File: src/design/qtrs_pkg.sv
`default_nettype none

package qtrs_pkg;

	// field widths
	localparam int QW       = 16;            // quaternion component, Q1.14
	localparam int SW       = 32;            // position and scale, Q16.16
	localparam int PW       = 2 * QW;        // component product, Q2.28
	localparam int RW       = PW + 2;        // rotation entry, 28 fraction bits
	localparam int MW       = RW + SW;       // scaled entry, 44 fraction bits
	localparam int ROT_FRAC = 28;
	localparam int NAXIS    = 3;

	localparam logic signed [SW-1:0] SAT_MAX = {1'b0, {(SW-1){1'b1}}};
	localparam logic signed [SW-1:0] SAT_MIN = {1'b1, {(SW-1){1'b0}}};

	typedef logic signed [QW-1:0] quat_t;
	typedef logic signed [SW-1:0] word_t;
	typedef logic signed [PW-1:0] prod_t;
	typedef logic signed [RW-1:0] rot_t;
	typedef logic signed [MW-1:0] mul_t;

	// squares and cross products of the quaternion components
	typedef struct packed {
		prod_t xx;
		prod_t yy;
		prod_t zz;
		prod_t xy;
		prod_t xz;
		prod_t yz;
		prod_t xw;
		prod_t yw;
		prod_t zw;
	} prods_t;

	// rotation entries, index is column * 3 + row
	typedef logic [NAXIS*NAXIS-1:0][RW-1:0] rot_mat_t;

	// one vector of three Q16.16 words
	typedef logic [NAXIS-1:0][SW-1:0] vec3_t;

	// twice a product, sign extended to the rotation width
	function automatic rot_t dbl_ext(input prod_t p);
		return {{(RW-PW-1){p[PW-1]}}, p, 1'b0};
	endfunction

	// floor shift to Q16.16 and clamp to the signed word range
	function automatic word_t sat_q16(input mul_t v);
		mul_t s;
		s = v >>> ROT_FRAC;
		if ((&s[MW-1:SW-1]) || !(|s[MW-1:SW-1]))
			return s[SW-1:0];
		else if (s[MW-1])
			return SAT_MIN;
		else
			return SAT_MAX;
	endfunction

endpackage

`default_nettype wire

File: src/design/qtrs_lane.sv
`default_nettype none

module qtrs_lane import qtrs_pkg::*; (
	input  wire logic   clk,
	input  wire logic   en3,
	input  wire logic   en4,
	input  wire rot_t   rot,
	input  wire word_t  scale,
	output word_t       res_s4
);

	mul_t mul_s3;

	// rotation entry times axis scale, 34x32
	always_ff @(posedge clk) begin
		if (en3) begin
			mul_s3 <= mul_t'(rot) * mul_t'(scale);
		end
	end

	// back to Q16.16 with saturation
	always_ff @(posedge clk) begin
		if (en4) begin
			res_s4 <= sat_q16(mul_s3);
		end
	end

endmodule

`default_nettype wire

File: config.mk
export PLATFORM = sky130hd
export DESIGN_NAME = qtrs_lane
export DESIGN_NICKNAME = d
export VERILOG_FILES = /design/src/design/qtrs_pkg.sv /design/src/design/qtrs_lane.sv
export SDC_FILE = /design/constraint.sdc
export NUM_CORES = 2
export LEC_CHECK = 0
export BUFFER_PORTS_ARGS = -buffer_cell sky130_fd_sc_hd__buf_4
export CORE_MARGIN = 2
export CORE_UTILIZATION = 57
export CTS_CLUSTER_DIAMETER = 50
export DETAILED_ROUTE_END_ITERATION = 10
export GPL_ROUTABILITY_DRIVEN = 0
export PLACE_DENSITY_LB_ADDON = 0.25
export SETUP_SLACK_MARGIN = 0.05
export SYNTH_ARGS = -nofsm -noshare
export SYNTH_HDL_FRONTEND = slang
export SYNTH_SLANG_ARGS = --single-unit
File: constraint.sdc
create_clock -name clk -period 9.19 [get_ports clk]
set_input_delay 1.838 -clock clk [delete_from_list [all_inputs] [get_ports clk]]
set_output_delay 1.838 -clock clk [all_outputs]
set_load 0.02 [all_outputs]
# After elaboration in Yosys (flattened, before gate mapping)

Index checks and enable logic that the tools add are counted.

Add/subtract/negate cells: 0
Multiply operators: 1
Divide/modulo/power cells: 0
$lt $le $gt $ge: 0
Equal/unequal tests: 0
Shifts and indexed selects: 0
Mux-type cells: 2
Bitwise logic cells: 0
Reduce and logical (&&, ||, !) cells: 4

Operators by type and width:

| operator                     | number |
|---|---|
| multiplier 34 x 32 -> 66 bit | 1 |
| two-way mux 32 bit           | 2 |
| AND reduction 7 bit          | 1 |
| OR reduction 7 bit           | 1 |
| logical NOT 1 bit            | 1 |
| logical OR 1 bit             | 1 |

Register bits after elaboration: 98
Latch bits: 0
RAM bits: 0
Bits in read-only memories: 0
Bits of input ports: 69
Memories kept: 0

# Longest topological paths before layout

Depth in word-level cells: 4
Depth in mapped cells: 29
Depth with buffers taken out: 28

# Least setup slack after synthesis

OpenSTA, ideal clock, no wires.

Kind: input-to-reg
Start: input rot[33]
End: register mul_s3[62], data pin
Library setup time: 135 ps
Arrival time: 9304 ps
Required time: 9055 ps
Setup slack: -249 ps
Stages on the path: 25
Buffers on the path: 1
Cells stage by stage: clkbuf_1 > nand2_1 > inv_1 > fa_1 > fa_1 > fa_1 > inv_1 > fa_1 > inv_1 > fa_1 > inv_1 > fa_1 > fa_1 > fa_1 > inv_1 > ha_1 > nand4_2 > or4_1 > or2_0 > a311oi_2 > o21ai_2 > o31ai_4 > a21oi_2 > or4b_1 > nand3_1

Longest elaborated chain between the ends: 1

RTL lines:

| item                         | line            | text |
|---|---|---|
| from (decl)                  | qtrs_lane.sv:7  | `input wire rot_t rot,` |
| multiplier 34 x 32 -> 66 bit | qtrs_lane.sv:17 | `mul_s3 <= mul_t'(rot) * mul_t'(scale);` |
| to (signal assigned)         | qtrs_lane.sv:17 |  |
| to (decl)                    | qtrs_lane.sv:12 | `mul_t mul_s3;` |

No other way between the ends.
A chain may end at the register's enable or synchronous reset.

# Worst setup path in the final report

Same ends and word-level chain as after synthesis.

==> results.py <==
metrics = {
    "outcome": {
        "outcome": "complete, no violations",
    },
    "routing": {
        "num_vias": 27971,
        "dr.pass1.iters": 5,
        "antenna_left": 0,
        "wl_per_cell_um": 19.1,
        "routed_via_density": 5.31,
        "drt_iter0_drc": 1406,
        "drc": 0,
        "routed_wl_um": 101000,
    },
    "timing": {
        "slew_headroom_pct": 66.9,
        "drv_slew": 0,
        "final_hold_viol_count": 0,
        "finalSetupViolCount": 0,
        "rsz0062_at_grt": "yes",
        "worstMarginPinSlew_ns": 0.497,
        "min_period_ns": 9.04,
        "fmax_ghz": 0.111,
        "fin_crit_sh_pct": 98.4,
        "skew_ns": 0.00765,
        "fin_hold_ws_ns": 0.552,
    },
    "logic_synthesis": {
        "seq_area_frac_synth_pct": 5.28,
        "synthCells": 4130,
        "synth.top_cell.area_share_pct": 57.4,
        "synth_nets": 5524,
        "yosys.area.top_type": "fa_1",
        "netlist_top_cells_area": "fa_1 57%, inv_1 9.8%, and2_1 8.4%, ha_1 5.8%, nand2_1 5.5%",
        "synthArstFlopShare_pct": 0,
        "syn_area_per_cell_um2": 9.63,
        "synth.distinct_cells": 57,
        "synth_edf_count": 70,
        "ys.flop_type": "edfxtp_1",
        "yosysWarnings": 0,
        "syn_area_mm2": 0.0398,
        "synth_seq_cells": 70,
    },
    "final_layout": {
        "area_delta_synth_final_pct": 10.6,
        "fin_area_mm2": 0.0440,
        "final_cell_mix": "1135 x fa_1, 1034 x inv_1, 578 x nand2_1",
        "n_fill_cell": 5694,
        "drive_above_1_share_pct": 10.7,
        "final_cells": 5270,
        "final_common_cell": "fa_1",
        "layout.nets": 5727,
    },
    "clocking": {
        "cts_made_buffers": 9,
        "clk_pin_slew_ns": 0.06,
        "cts_tree": "done",
        "htree_levels": 3,
        "clockBufferDepth": 2,
        "clock_latency_ns": 0.33,
        "cts_root_buf": "clkbuf_16",
        "cts_num_sinks": 70,
    },
    "job": {
        "maxCapViolations": 0,
    },
    "critical_path": {
        "crit_path_end_kind": "flop",
        "critPathLaunchType": "input pin",
        "critical_path.max_stage_delay_ns": 0.61,
        "cp_top_family": "adder cells",
        "crit_required_ns": 9.39,
        "slowest_stage": "fa_2",
        "cp_max_fo": 6,
        "cp_data_arrival_time_ns": 9.24,
        "cp_cell_sequence": "buf_12 -> buf_12 -> and2_4 -> fa_1 -> fa_1 -> fa_2 -> buf_12 -> fa_1 -> fa_1 -> fa_1 -> fa_1 -> inv_1 -> fa_1 -> inv_1 -> ha_1 -> nand4_1 -> or4_4 -> or2_0 -> a311oi_2 -> o21ai_2 -> o31ai_4 -> a21oi_2 -> or4b_1 -> nand3_1",
        "path_common_cell": "fa_1",
        "critical_path_class": "input pin to flop",
        "crit_buf_inv": 5,
    },
    "global_route": {
        "antenna_found_initial": 1,
        "grt_pass1_vias": 31521,
        "grt_overflow": 0,
        "grt_max_degree": 39,
        "grt_pass1_wl_um": 166000,
        "track_usage_pct": 30.2,
    },
    "placed_design": {
        "io_buffers": 100,
        "dp.cells": 5248,
        "placedInstanceArea_mm2": 0.0435,
        "dpl.hpwl_um": 89200,
    },
    "floorplanning": {
        "die_w_um": 268,
        "die_area_mm2": 0.0719,
        "die_h_um": 268,
        "coreArea_mm2": 0.0688,
        "initial_utilization_pct": 57.8,
        "row_count": 96,
        "io-pin-count": 101,
    },
    "min_path": {
        "hold_path_class": "flop to flop",
    },
}
[registers in the layout, indices dropped and copies added, names as in the netlist]
| name | cells |
|---|---|
| mul_s3 | 38 |
| res_s4 | 32 |
[cell families (layout without fill, tap and decap cells)]
group / Yosys count / after routing / synth area share [%]
AOI/OAI and AO/OA: 181 / 181 / 2.80
xor gates and xnor gates: 53 / 53 / 1.17
adders and majority gates: 1325 / 1325 / 63.2
buffers and inverters: 1258 / 1466 / 11.9
DFF: 70 / 70 / 5.28
other: 0 / 1 / 0
and+or+nand+nor: 1243 / 1243 / 15.7
[worst reg2reg max path: stages, from the launching register on]
cell	delay [ns]
edfxtp_1	0.37
or4_1	0.54
nor4_2	0.15
buf_4	0.31
or2_2	0.48
nand2_1	0.14
[through the flow]
stage	TNS (ns)	worst slack, ns	util (%)
6_report	0	0.145	63.9
5_1_grt	-0.146	-0.0877	63.9
4_1_cts	0	0.0679	63.6
3_5_place_dp	-3.86	-0.354	63.1
3_3_place_gp	-2.47	-0.281	63.1
2_1_floorplan	-0.0261	-0.0261	-
[per-layer routing]
| layer | up-vias | wire (um) | GRT usage [%] |
|---|---|---|---|
| met5 | - | 0 | 0 |
| met4 | 0 | 6980 | 16.8 |
| met3 | 314 | 4610 | 2.82 |
| met2 | 857 | 51500 | 53.7 |
| met1 | 14644 | 37400 | 36.2 |
| li1 | 12156 | - | - |
[final cells by class]
class                      instances  area, um2  area share (%)
antenna                            1       2.50         0.00569
clock buffer                      10        229           0.521
clock inverter                     6       93.8           0.213
inverter                        1039       3900            8.87
multi-input combinational       2802      33100            75.2
sequential                        70       2100            4.78
tap                              931       1160            2.65
timing repair buffer             411       3420            7.77
[worst paths after layout]
kind,from,to,slack [ns],cells past startpoint
max,rot[33],mul_s3[62],0.15,24
max reg2reg,mul_s3[62],res_s4[28],6.92,5
min,mul_s3[43],res_s4[15],0.55,2
min reg2reg,mul_s3[43],res_s4[15],0.55,2
[synth_stat cells (all sizes together) (2+ instances only)]
cell	count
fa	1141
inv	1039
nand2	580
and2	536
clkbuf	217
ha	184
edfxtp	70
o21ai	60
a21oi	56
nor2	43
xnor2	38
a21o	19
xor2	15
nand2b	13
nand4	13
nand3	12
nor3	9
a31oi	7
and3	7
o21bai	6
a211oi	5
nor2b	5
o211ai	5
a311oi	4
nor4	4
or2	4
nand4b	3
o21a	3
or4	3
a221oi	2
a311o	2
and4	2
buf	2
nor3b	2
nor4b	2
o31ai	2
or3	2
[repair_timing]
item	CTS	global route
hold buffers	0	0
setup buffers	0	5
endpoints found under the setup margin	3	25
gates resized for setup	1	48
hold endpoints to repair	0	0
pin swaps	1	35
cloned	0	0
Power is left out: the tool's default activity adds up to more than one toggle a clock period on the data nets, which glitch-free logic cannot reach.
