[config.mk]
export PLATFORM = sky130hd
export DESIGN_NAME = qtrs_rotation
export DESIGN_NICKNAME = d
export VERILOG_FILES = /design/src/design/qtrs_pkg.sv /design/src/design/qtrs_rotation.sv
export SDC_FILE = /design/constraint.sdc
export NUM_CORES = 1
export LEC_CHECK = 0
export ABC_AREA = 0
export CAP_MARGIN = 20
export CORE_MARGIN = 2
export CORE_UTILIZATION = 30
export DETAILED_ROUTE_END_ITERATION = 7
export DONT_BUFFER_PORTS = 1
export SLEW_MARGIN = 0
export SYNTH_ARGS = -nofsm -noshare
export SYNTH_HDL_FRONTEND = slang
export SYNTH_SLANG_ARGS = --single-unit
[constraint.sdc]
create_clock -name clk -period 5.1 [get_ports clk]
set_clock_uncertainty 0.05 [all_clocks]
set_input_delay 0.51 -clock clk [delete_from_list [all_inputs] [get_ports clk]]
set_output_delay 0.51 -clock clk [all_outputs]
set_load 0.05 [all_outputs]
[src/design/qtrs_pkg.sv]
`default_nettype none

package qtrs_pkg;

	// field widths
	localparam int QW       = 16;            // quaternion component, Q1.14
	localparam int SW       = 32;            // position and scale, Q16.16
	localparam int PW       = 2 * QW;        // component product, Q2.28
	localparam int RW       = PW + 2;        // rotation entry, 28 fraction bits
	localparam int MW       = RW + SW;       // scaled entry, 44 fraction bits
	localparam int ROT_FRAC = 28;
	localparam int NAXIS    = 3;

	localparam logic signed [SW-1:0] SAT_MAX = {1'b0, {(SW-1){1'b1}}};
	localparam logic signed [SW-1:0] SAT_MIN = {1'b1, {(SW-1){1'b0}}};

	typedef logic signed [QW-1:0] quat_t;
	typedef logic signed [SW-1:0] word_t;
	typedef logic signed [PW-1:0] prod_t;
	typedef logic signed [RW-1:0] rot_t;
	typedef logic signed [MW-1:0] mul_t;

	// squares and cross products of the quaternion components
	typedef struct packed {
		prod_t xx;
		prod_t yy;
		prod_t zz;
		prod_t xy;
		prod_t xz;
		prod_t yz;
		prod_t xw;
		prod_t yw;
		prod_t zw;
	} prods_t;

	// rotation entries, index is column * 3 + row
	typedef logic [NAXIS*NAXIS-1:0][RW-1:0] rot_mat_t;

	// one vector of three Q16.16 words
	typedef logic [NAXIS-1:0][SW-1:0] vec3_t;

	// twice a product, sign extended to the rotation width
	function automatic rot_t dbl_ext(input prod_t p);
		return {{(RW-PW-1){p[PW-1]}}, p, 1'b0};
	endfunction

	// floor shift to Q16.16 and clamp to the signed word range
	function automatic word_t sat_q16(input mul_t v);
		mul_t s;
		s = v >>> ROT_FRAC;
		if ((&s[MW-1:SW-1]) || !(|s[MW-1:SW-1]))
			return s[SW-1:0];
		else if (s[MW-1])
			return SAT_MIN;
		else
			return SAT_MAX;
	endfunction

endpackage

`default_nettype wire

[src/design/qtrs_rotation.sv]
`default_nettype none

module qtrs_rotation import qtrs_pkg::*; (
	input  wire logic   clk,
	input  wire logic   en,
	input  wire prods_t prods_s1,
	output rot_mat_t    rot_s2
);

	localparam rot_t ROT_ONE = rot_t'(1) <<< ROT_FRAC;

	rot_t xx2, yy2, zz2, xy2, xz2, yz2, xw2, yw2, zw2;

	always_comb begin
		xx2 = dbl_ext(prods_s1.xx);
		yy2 = dbl_ext(prods_s1.yy);
		zz2 = dbl_ext(prods_s1.zz);
		xy2 = dbl_ext(prods_s1.xy);
		xz2 = dbl_ext(prods_s1.xz);
		yz2 = dbl_ext(prods_s1.yz);
		xw2 = dbl_ext(prods_s1.xw);
		yw2 = dbl_ext(prods_s1.yw);
		zw2 = dbl_ext(prods_s1.zw);
	end

	// standard quaternion rotation matrix, column major
	always_ff @(posedge clk) begin
		if (en) begin
			rot_s2[0] <= ROT_ONE - yy2 - zz2;
			rot_s2[1] <= xy2 + zw2;
			rot_s2[2] <= xz2 - yw2;
			rot_s2[3] <= xy2 - zw2;
			rot_s2[4] <= ROT_ONE - xx2 - zz2;
			rot_s2[5] <= yz2 + xw2;
			rot_s2[6] <= xz2 + yw2;
			rot_s2[7] <= yz2 - xw2;
			rot_s2[8] <= ROT_ONE - xx2 - yy2;
		end
	end

endmodule

`default_nettype wire

# Word level (Yosys, flattened, before mapping)

Cells that the tools add are included.

$add $sub $neg: 11

Operators with widths:

| cell                     | count |
|---|---|
| $add A33 B33 Y34         | 3 |
| $sub A33 B33 Y34         | 3 |
| $sub A34 B33 Y34         | 3 |
| $sub A30 B33 Y34 const A | 2 |

Flip-flop bits (word level): 306
Input port bits: 290
Output and inout port bits: 306
Logic and storage cells: 20

# Logic depth before layout (Yosys ltp)

Depth after elaboration: 2
Gate-level depth with buffers: 17
Gate-level depth less buffers: 16

# Least setup slack after synthesis

No wires, ideal clock.

Path type: input to register
Start point: in prods_s1[272] (netlist name)
End point: reg rot_s2[304] (netlist name) (data pin)
Library setup time: 0.258 ns
Arrival: 4.130 ns
Required time: 4.792 ns
Setup slack: 0.662 ns
Cell stages on the path: 16
Buffers on the path: 1
Path through: or4_4 -> or4b_4 -> or3_2 -> nor3_1 -> xnor2_1 -> ha_1 -> clkbuf_1 -> a21o_1 -> a21o_1 -> a21o_1 -> a21o_1 -> a21oi_1 -> nor2_1 -> a211o_1 -> a21oi_1 -> xnor2_1

Word-level cells in the longest chain between the ends: 2

RTL lines:

| what             | RTL line            | text |
|---|---|---|
| start, declared  | qtrs_rotation.sv:6  | `input wire prods_t prods_s1,` |
| $sub A30 B33 Y34 | qtrs_rotation.sv:37 | `rot_s2[8] <= ROT_ONE - xx2 - yy2;` |
| $sub A34 B33 Y34 | qtrs_rotation.sv:37 |  |
| end, declared    | qtrs_rotation.sv:7  | `output rot_mat_t rot_s2` |

Every way passes these cells.
A chain may end at the register's enable or synchronous reset.

# Worst setup path in the final report

Start point: in prods_s1[272] (netlist name)
End point: reg rot_s2[169] (netlist name) (data pin)

Word-level cells in the longest chain between the ends: 2

RTL lines:

| what             | RTL line            | text |
|---|---|---|
| $sub A30 B33 Y34 | qtrs_rotation.sv:33 | `rot_s2[4] <= ROT_ONE - xx2 - zz2;` |
| $sub A34 B33 Y34 | qtrs_rotation.sv:33 |  |

Every way passes these cells.

==> summary.md <==
| Metric | Value |
|---|---|
| Outcome | `completed` |
| Overflow after GRT | `0` |
| #FFs+latches synth | `294` |
| Clock Path Buffers | `3` |
| RSZ-0062 raised after global routing | `no` |
| Vias per cell | `5.27` |
| Via count | `20,023` |
| Die Y | `294 microns` |
| Largest register FFs | `294` |
| CP Buf/Inv Count | `0` |
| Number of flops mapped to enable cells by yosys | `294` |
| Primary FF master, synth | `edfxtp_1` |
| Area of the multi-input gates | `0.0149 sq mm` |
| Placed insts | `3,726` |
| Hold EP | `rot_s2[265]$_DFFE_PP_` |
| Non-filler cells in the finished layout | `3,800` |
| Starting DRT DRC Count | `1,148` |
| Kind of critical path | `primary input to flop` |
| Reg with most FFs | `rot_s2` |
| Share of layout cells above drive strength 1 | `4.30%` |
| Startpoint Class | `primary input` |
| Final Hold Fails | `0` |
| # H-tree levels | `2` |
| Routed length per instance | `22.0 microns` |
| CP max FO | `5` |
| Biggest regs | `rot_s2: 294 flops` |
| Initial antenna violation count | `5` |
| Static Leak | `0.0116 uW` |
| Hold depth | `0` |
| CTS root buffer | `clkbuf_16` |
| Family with the most delay on the worst path | `simple AND/OR/NAND/NOR gates` |
| F_max | `236 MHz` |
| Crit-path most repeated cell | `a21o_1` |
| First-pass GRT wire length | `123,000 microns` |
| Starting Density | `30.2%` |
| Std cell rows | `106` |
| Hold crit path type | `primary input to flop` |
| Crit-path cells | `or4_4 > or4b_4 > or3_2 > nor3_1 > xnor2_1 > ha_1 > a21o_1 > a21o_1 > a21oi_1 > o21ai_0 > a21o_1 > a21oi_1 > o21ai_0 > or4b_1 > nand3_1` |
| Post-DP HPWL | `67,600 microns` |
| PwrDens | `372 mW/mm^2` |
| Beginning of the worst hold path | `en` |
| Boundary pin count | `596` |
| Area of the die | `0.0864 sq mm` |
| Drt first pass iters | `6` |
| Rel. slew slack | `36.0%` |
| Reg clk slew, reported paths | `0.06 ns` |
| Worst Setup End Kind | `flop` |
| Synth-to-Final Area Change | `9.97%` |
| Final min period | `4.25 ns` |
| Crit path largest cell delay | `0.55 ns` |
| Gr usage total | `18.5%` |
| Clock Sink Count | `294` |
| Gate Count Post-Synth | `2,719` |
| Largest net degree at the start of global routing | `278` |
| Cell taking the most area after synthesis | `edfxtp_1` |
| Fillers | `8,588` |
| Final instance area | `0.0277 sq mm` |
| CTS Buf Count | `40` |
| Maxcap violations | `0` |
| Max IR drop VDD | `0.276 mV` |
| Worst Tran Pin Value | `0.962 ns` |
| Core area | `0.0834 sq mm` |
| Netlist cell types | `84` |
| Final #Nets | `3,309` |
| Placed cell area | `0.0263 sq mm` |
| ANT cells | `0` |
| Yosys Warn Count | `0` |
| Netlist Area Pre-Place | `0.0252 sq mm` |
| Sum of negative setup slack | `0 ns` |
| CP max-delay cell | `or4_4` |
| Register area share after synthesis | `35.0%` |
| Tcrit/Tclk final | `83.2%` |
| Worst EP arrival | `4.63 ns` |
| Post-cts gate resize count | `0` |
| Syn_area_per_cell | `9.27 sq um` |
| Gpl congestion | `0.941` |
| Reg area | `0.00883 sq mm` |
| Slew Viols, Final | `0` |
| DRT antenna net count | `0` |
| Ys async rst share | `0%` |
| Chip width | `294 microns` |
| Top post-synthesis cells by area | `edfxtp_1, ha_1, xnor2_1` |
| Vias in the first global route | `19,548` |
| Area fraction of the dominant cell type after synthesis | `35.0%` |
| WP data required | `5.49 ns` |
| Port Buffer Count | `0` |
| Final setup fails | `0` |
| TritonCTS clock tree | `yes` |
| DRC Markers | `0` |
| Total wire length | `83,800 microns` |
==> final cells by class <==
| type | instances | share of cell area, % |
|---|---|---|
| clock buffer | 43 | 3.73 |
| clock inverter | 29 | 1.28 |
| inverter | 286 | 3.87 |
| multi-input combinational | 2046 | 53.8 |
| sequential | 294 | 31.8 |
| tap | 1080 | 4.87 |
| timing repair buffer | 22 | 0.614 |
==> stage by stage <==
stage	total power [uW]	hold slack [ns]	worst slack (ns)	util [%]
after floorplan	6550	0.572	0.662	-
after global placement	7310	0.614	0.368	31.5
after detailed placement	7300	0.611	0.356	31.5
after CTS	10400	0.0135	0.949	33.2
after global routing	10800	0.0775	0.697	33.2
final	10300	0.146	0.855	33.2
==> power breakdown <==
| group | internal, uW | total [uW] | switching (uW) | leakage, uW |
|---|---|---|---|---|
| Clock | 1830 | 3040 | 1200 | 0.000665 |
| Combinational | 921 | 2340 | 1420 | 0.00803 |
| Sequential | 3270 | 4930 | 1670 | 0.00288 |
==> placed cells by master (no fill, tap or decap), types with 10 or more instances in the layout <==
cell,instances
ha_1,320
edfxtp_1,294
inv_1,281
a21oi_1,241
nor2_1,219
xnor2_1,204
o21ai_0,134
nand2_1,112
a21o_1,87
xor2_1,70
nor3_1,65
o21bai_1,55
nand3_1,41
clkbuf_16,41
a31oi_1,38
nand2b_1,35
o21a_1,34
nor2b_1,33
o31ai_1,27
a211oi_1,24
and3_1,22
nor4_1,20
buf_4,20
o211ai_1,18
nand4_1,17
and2_1,16
or3_1,16
or2_2,12
a211o_1,10
==> layer usage <==
layer	part of all wire (%)	vias up	global-route usage [%]
met5	0.026	-	0
li1	-	9713	-
met4	2.4	4	4.63
met1	42	9504	22.9
met2	47	699	31.2
met3	8.8	103	5.73
==> how the worst max path moves through the flow <==
stage | start | end | slack, ns | cells past startpoint
after CTS | prods_s1[272] | rot_s2[169]$_DFFE_PP_ | 0.95 | 15
after global placement | prods_s1[272] | rot_s2[169]$_DFFE_PP_ | 0.37 | 15
after floorplan | prods_s1[272] | rot_s2[304]$_DFFE_PP_ | 0.66 | 16
after global routing | prods_s1[257] | rot_s2[303]$_DFFE_PP_ | 0.70 | 14
after detailed placement | prods_s1[272] | rot_s2[169]$_DFFE_PP_ | 0.36 | 15
final | prods_s1[272] | rot_s2[169]$_DFFE_PP_ | 0.85 | 15
==> cell usage after synthesis, types with 17 or more instances <==
library cell  count
nand4_1          17
a211oi_1         24
o21a_1           34
xnor2_1         204
nand2_1         112
nor2_1          219
ha_1            320
nor4_1           20
clkbuf_1         86
a21oi_1         241
a31oi_1          38
xor2_1           70
o211ai_1         18
nand3_1          41
and3_1           22
o31ai_1          27
nor2b_1          33
o21ai_0         134
inv_1           281
edfxtp_1        294
a21o_1           87
o21bai_1         55
nand2b_1         35
nor3_1           65
==> timing repair <==
action / 4_1_cts / 5_1_grt
hold buffers: 2 / 0
hold endpoints to repair: 4 / 0
buffers inserted: 0 / 0
==> cell families after synthesis <==
kind of cell,count (synthesis),share of synthesized area (%)
AO/OA/AOI/OAI,782,20.1
AND/OR/NAND/NOR,648,12.6
buffers and inverters,387,5.95
adder cells (fa/ha/maj),329,16.6
flip-flops,294,35.0
XOR/XNOR,275,9.58
multiplexers,3,0.119
other,1,0.0149
(Power assumes the default switching activity.)
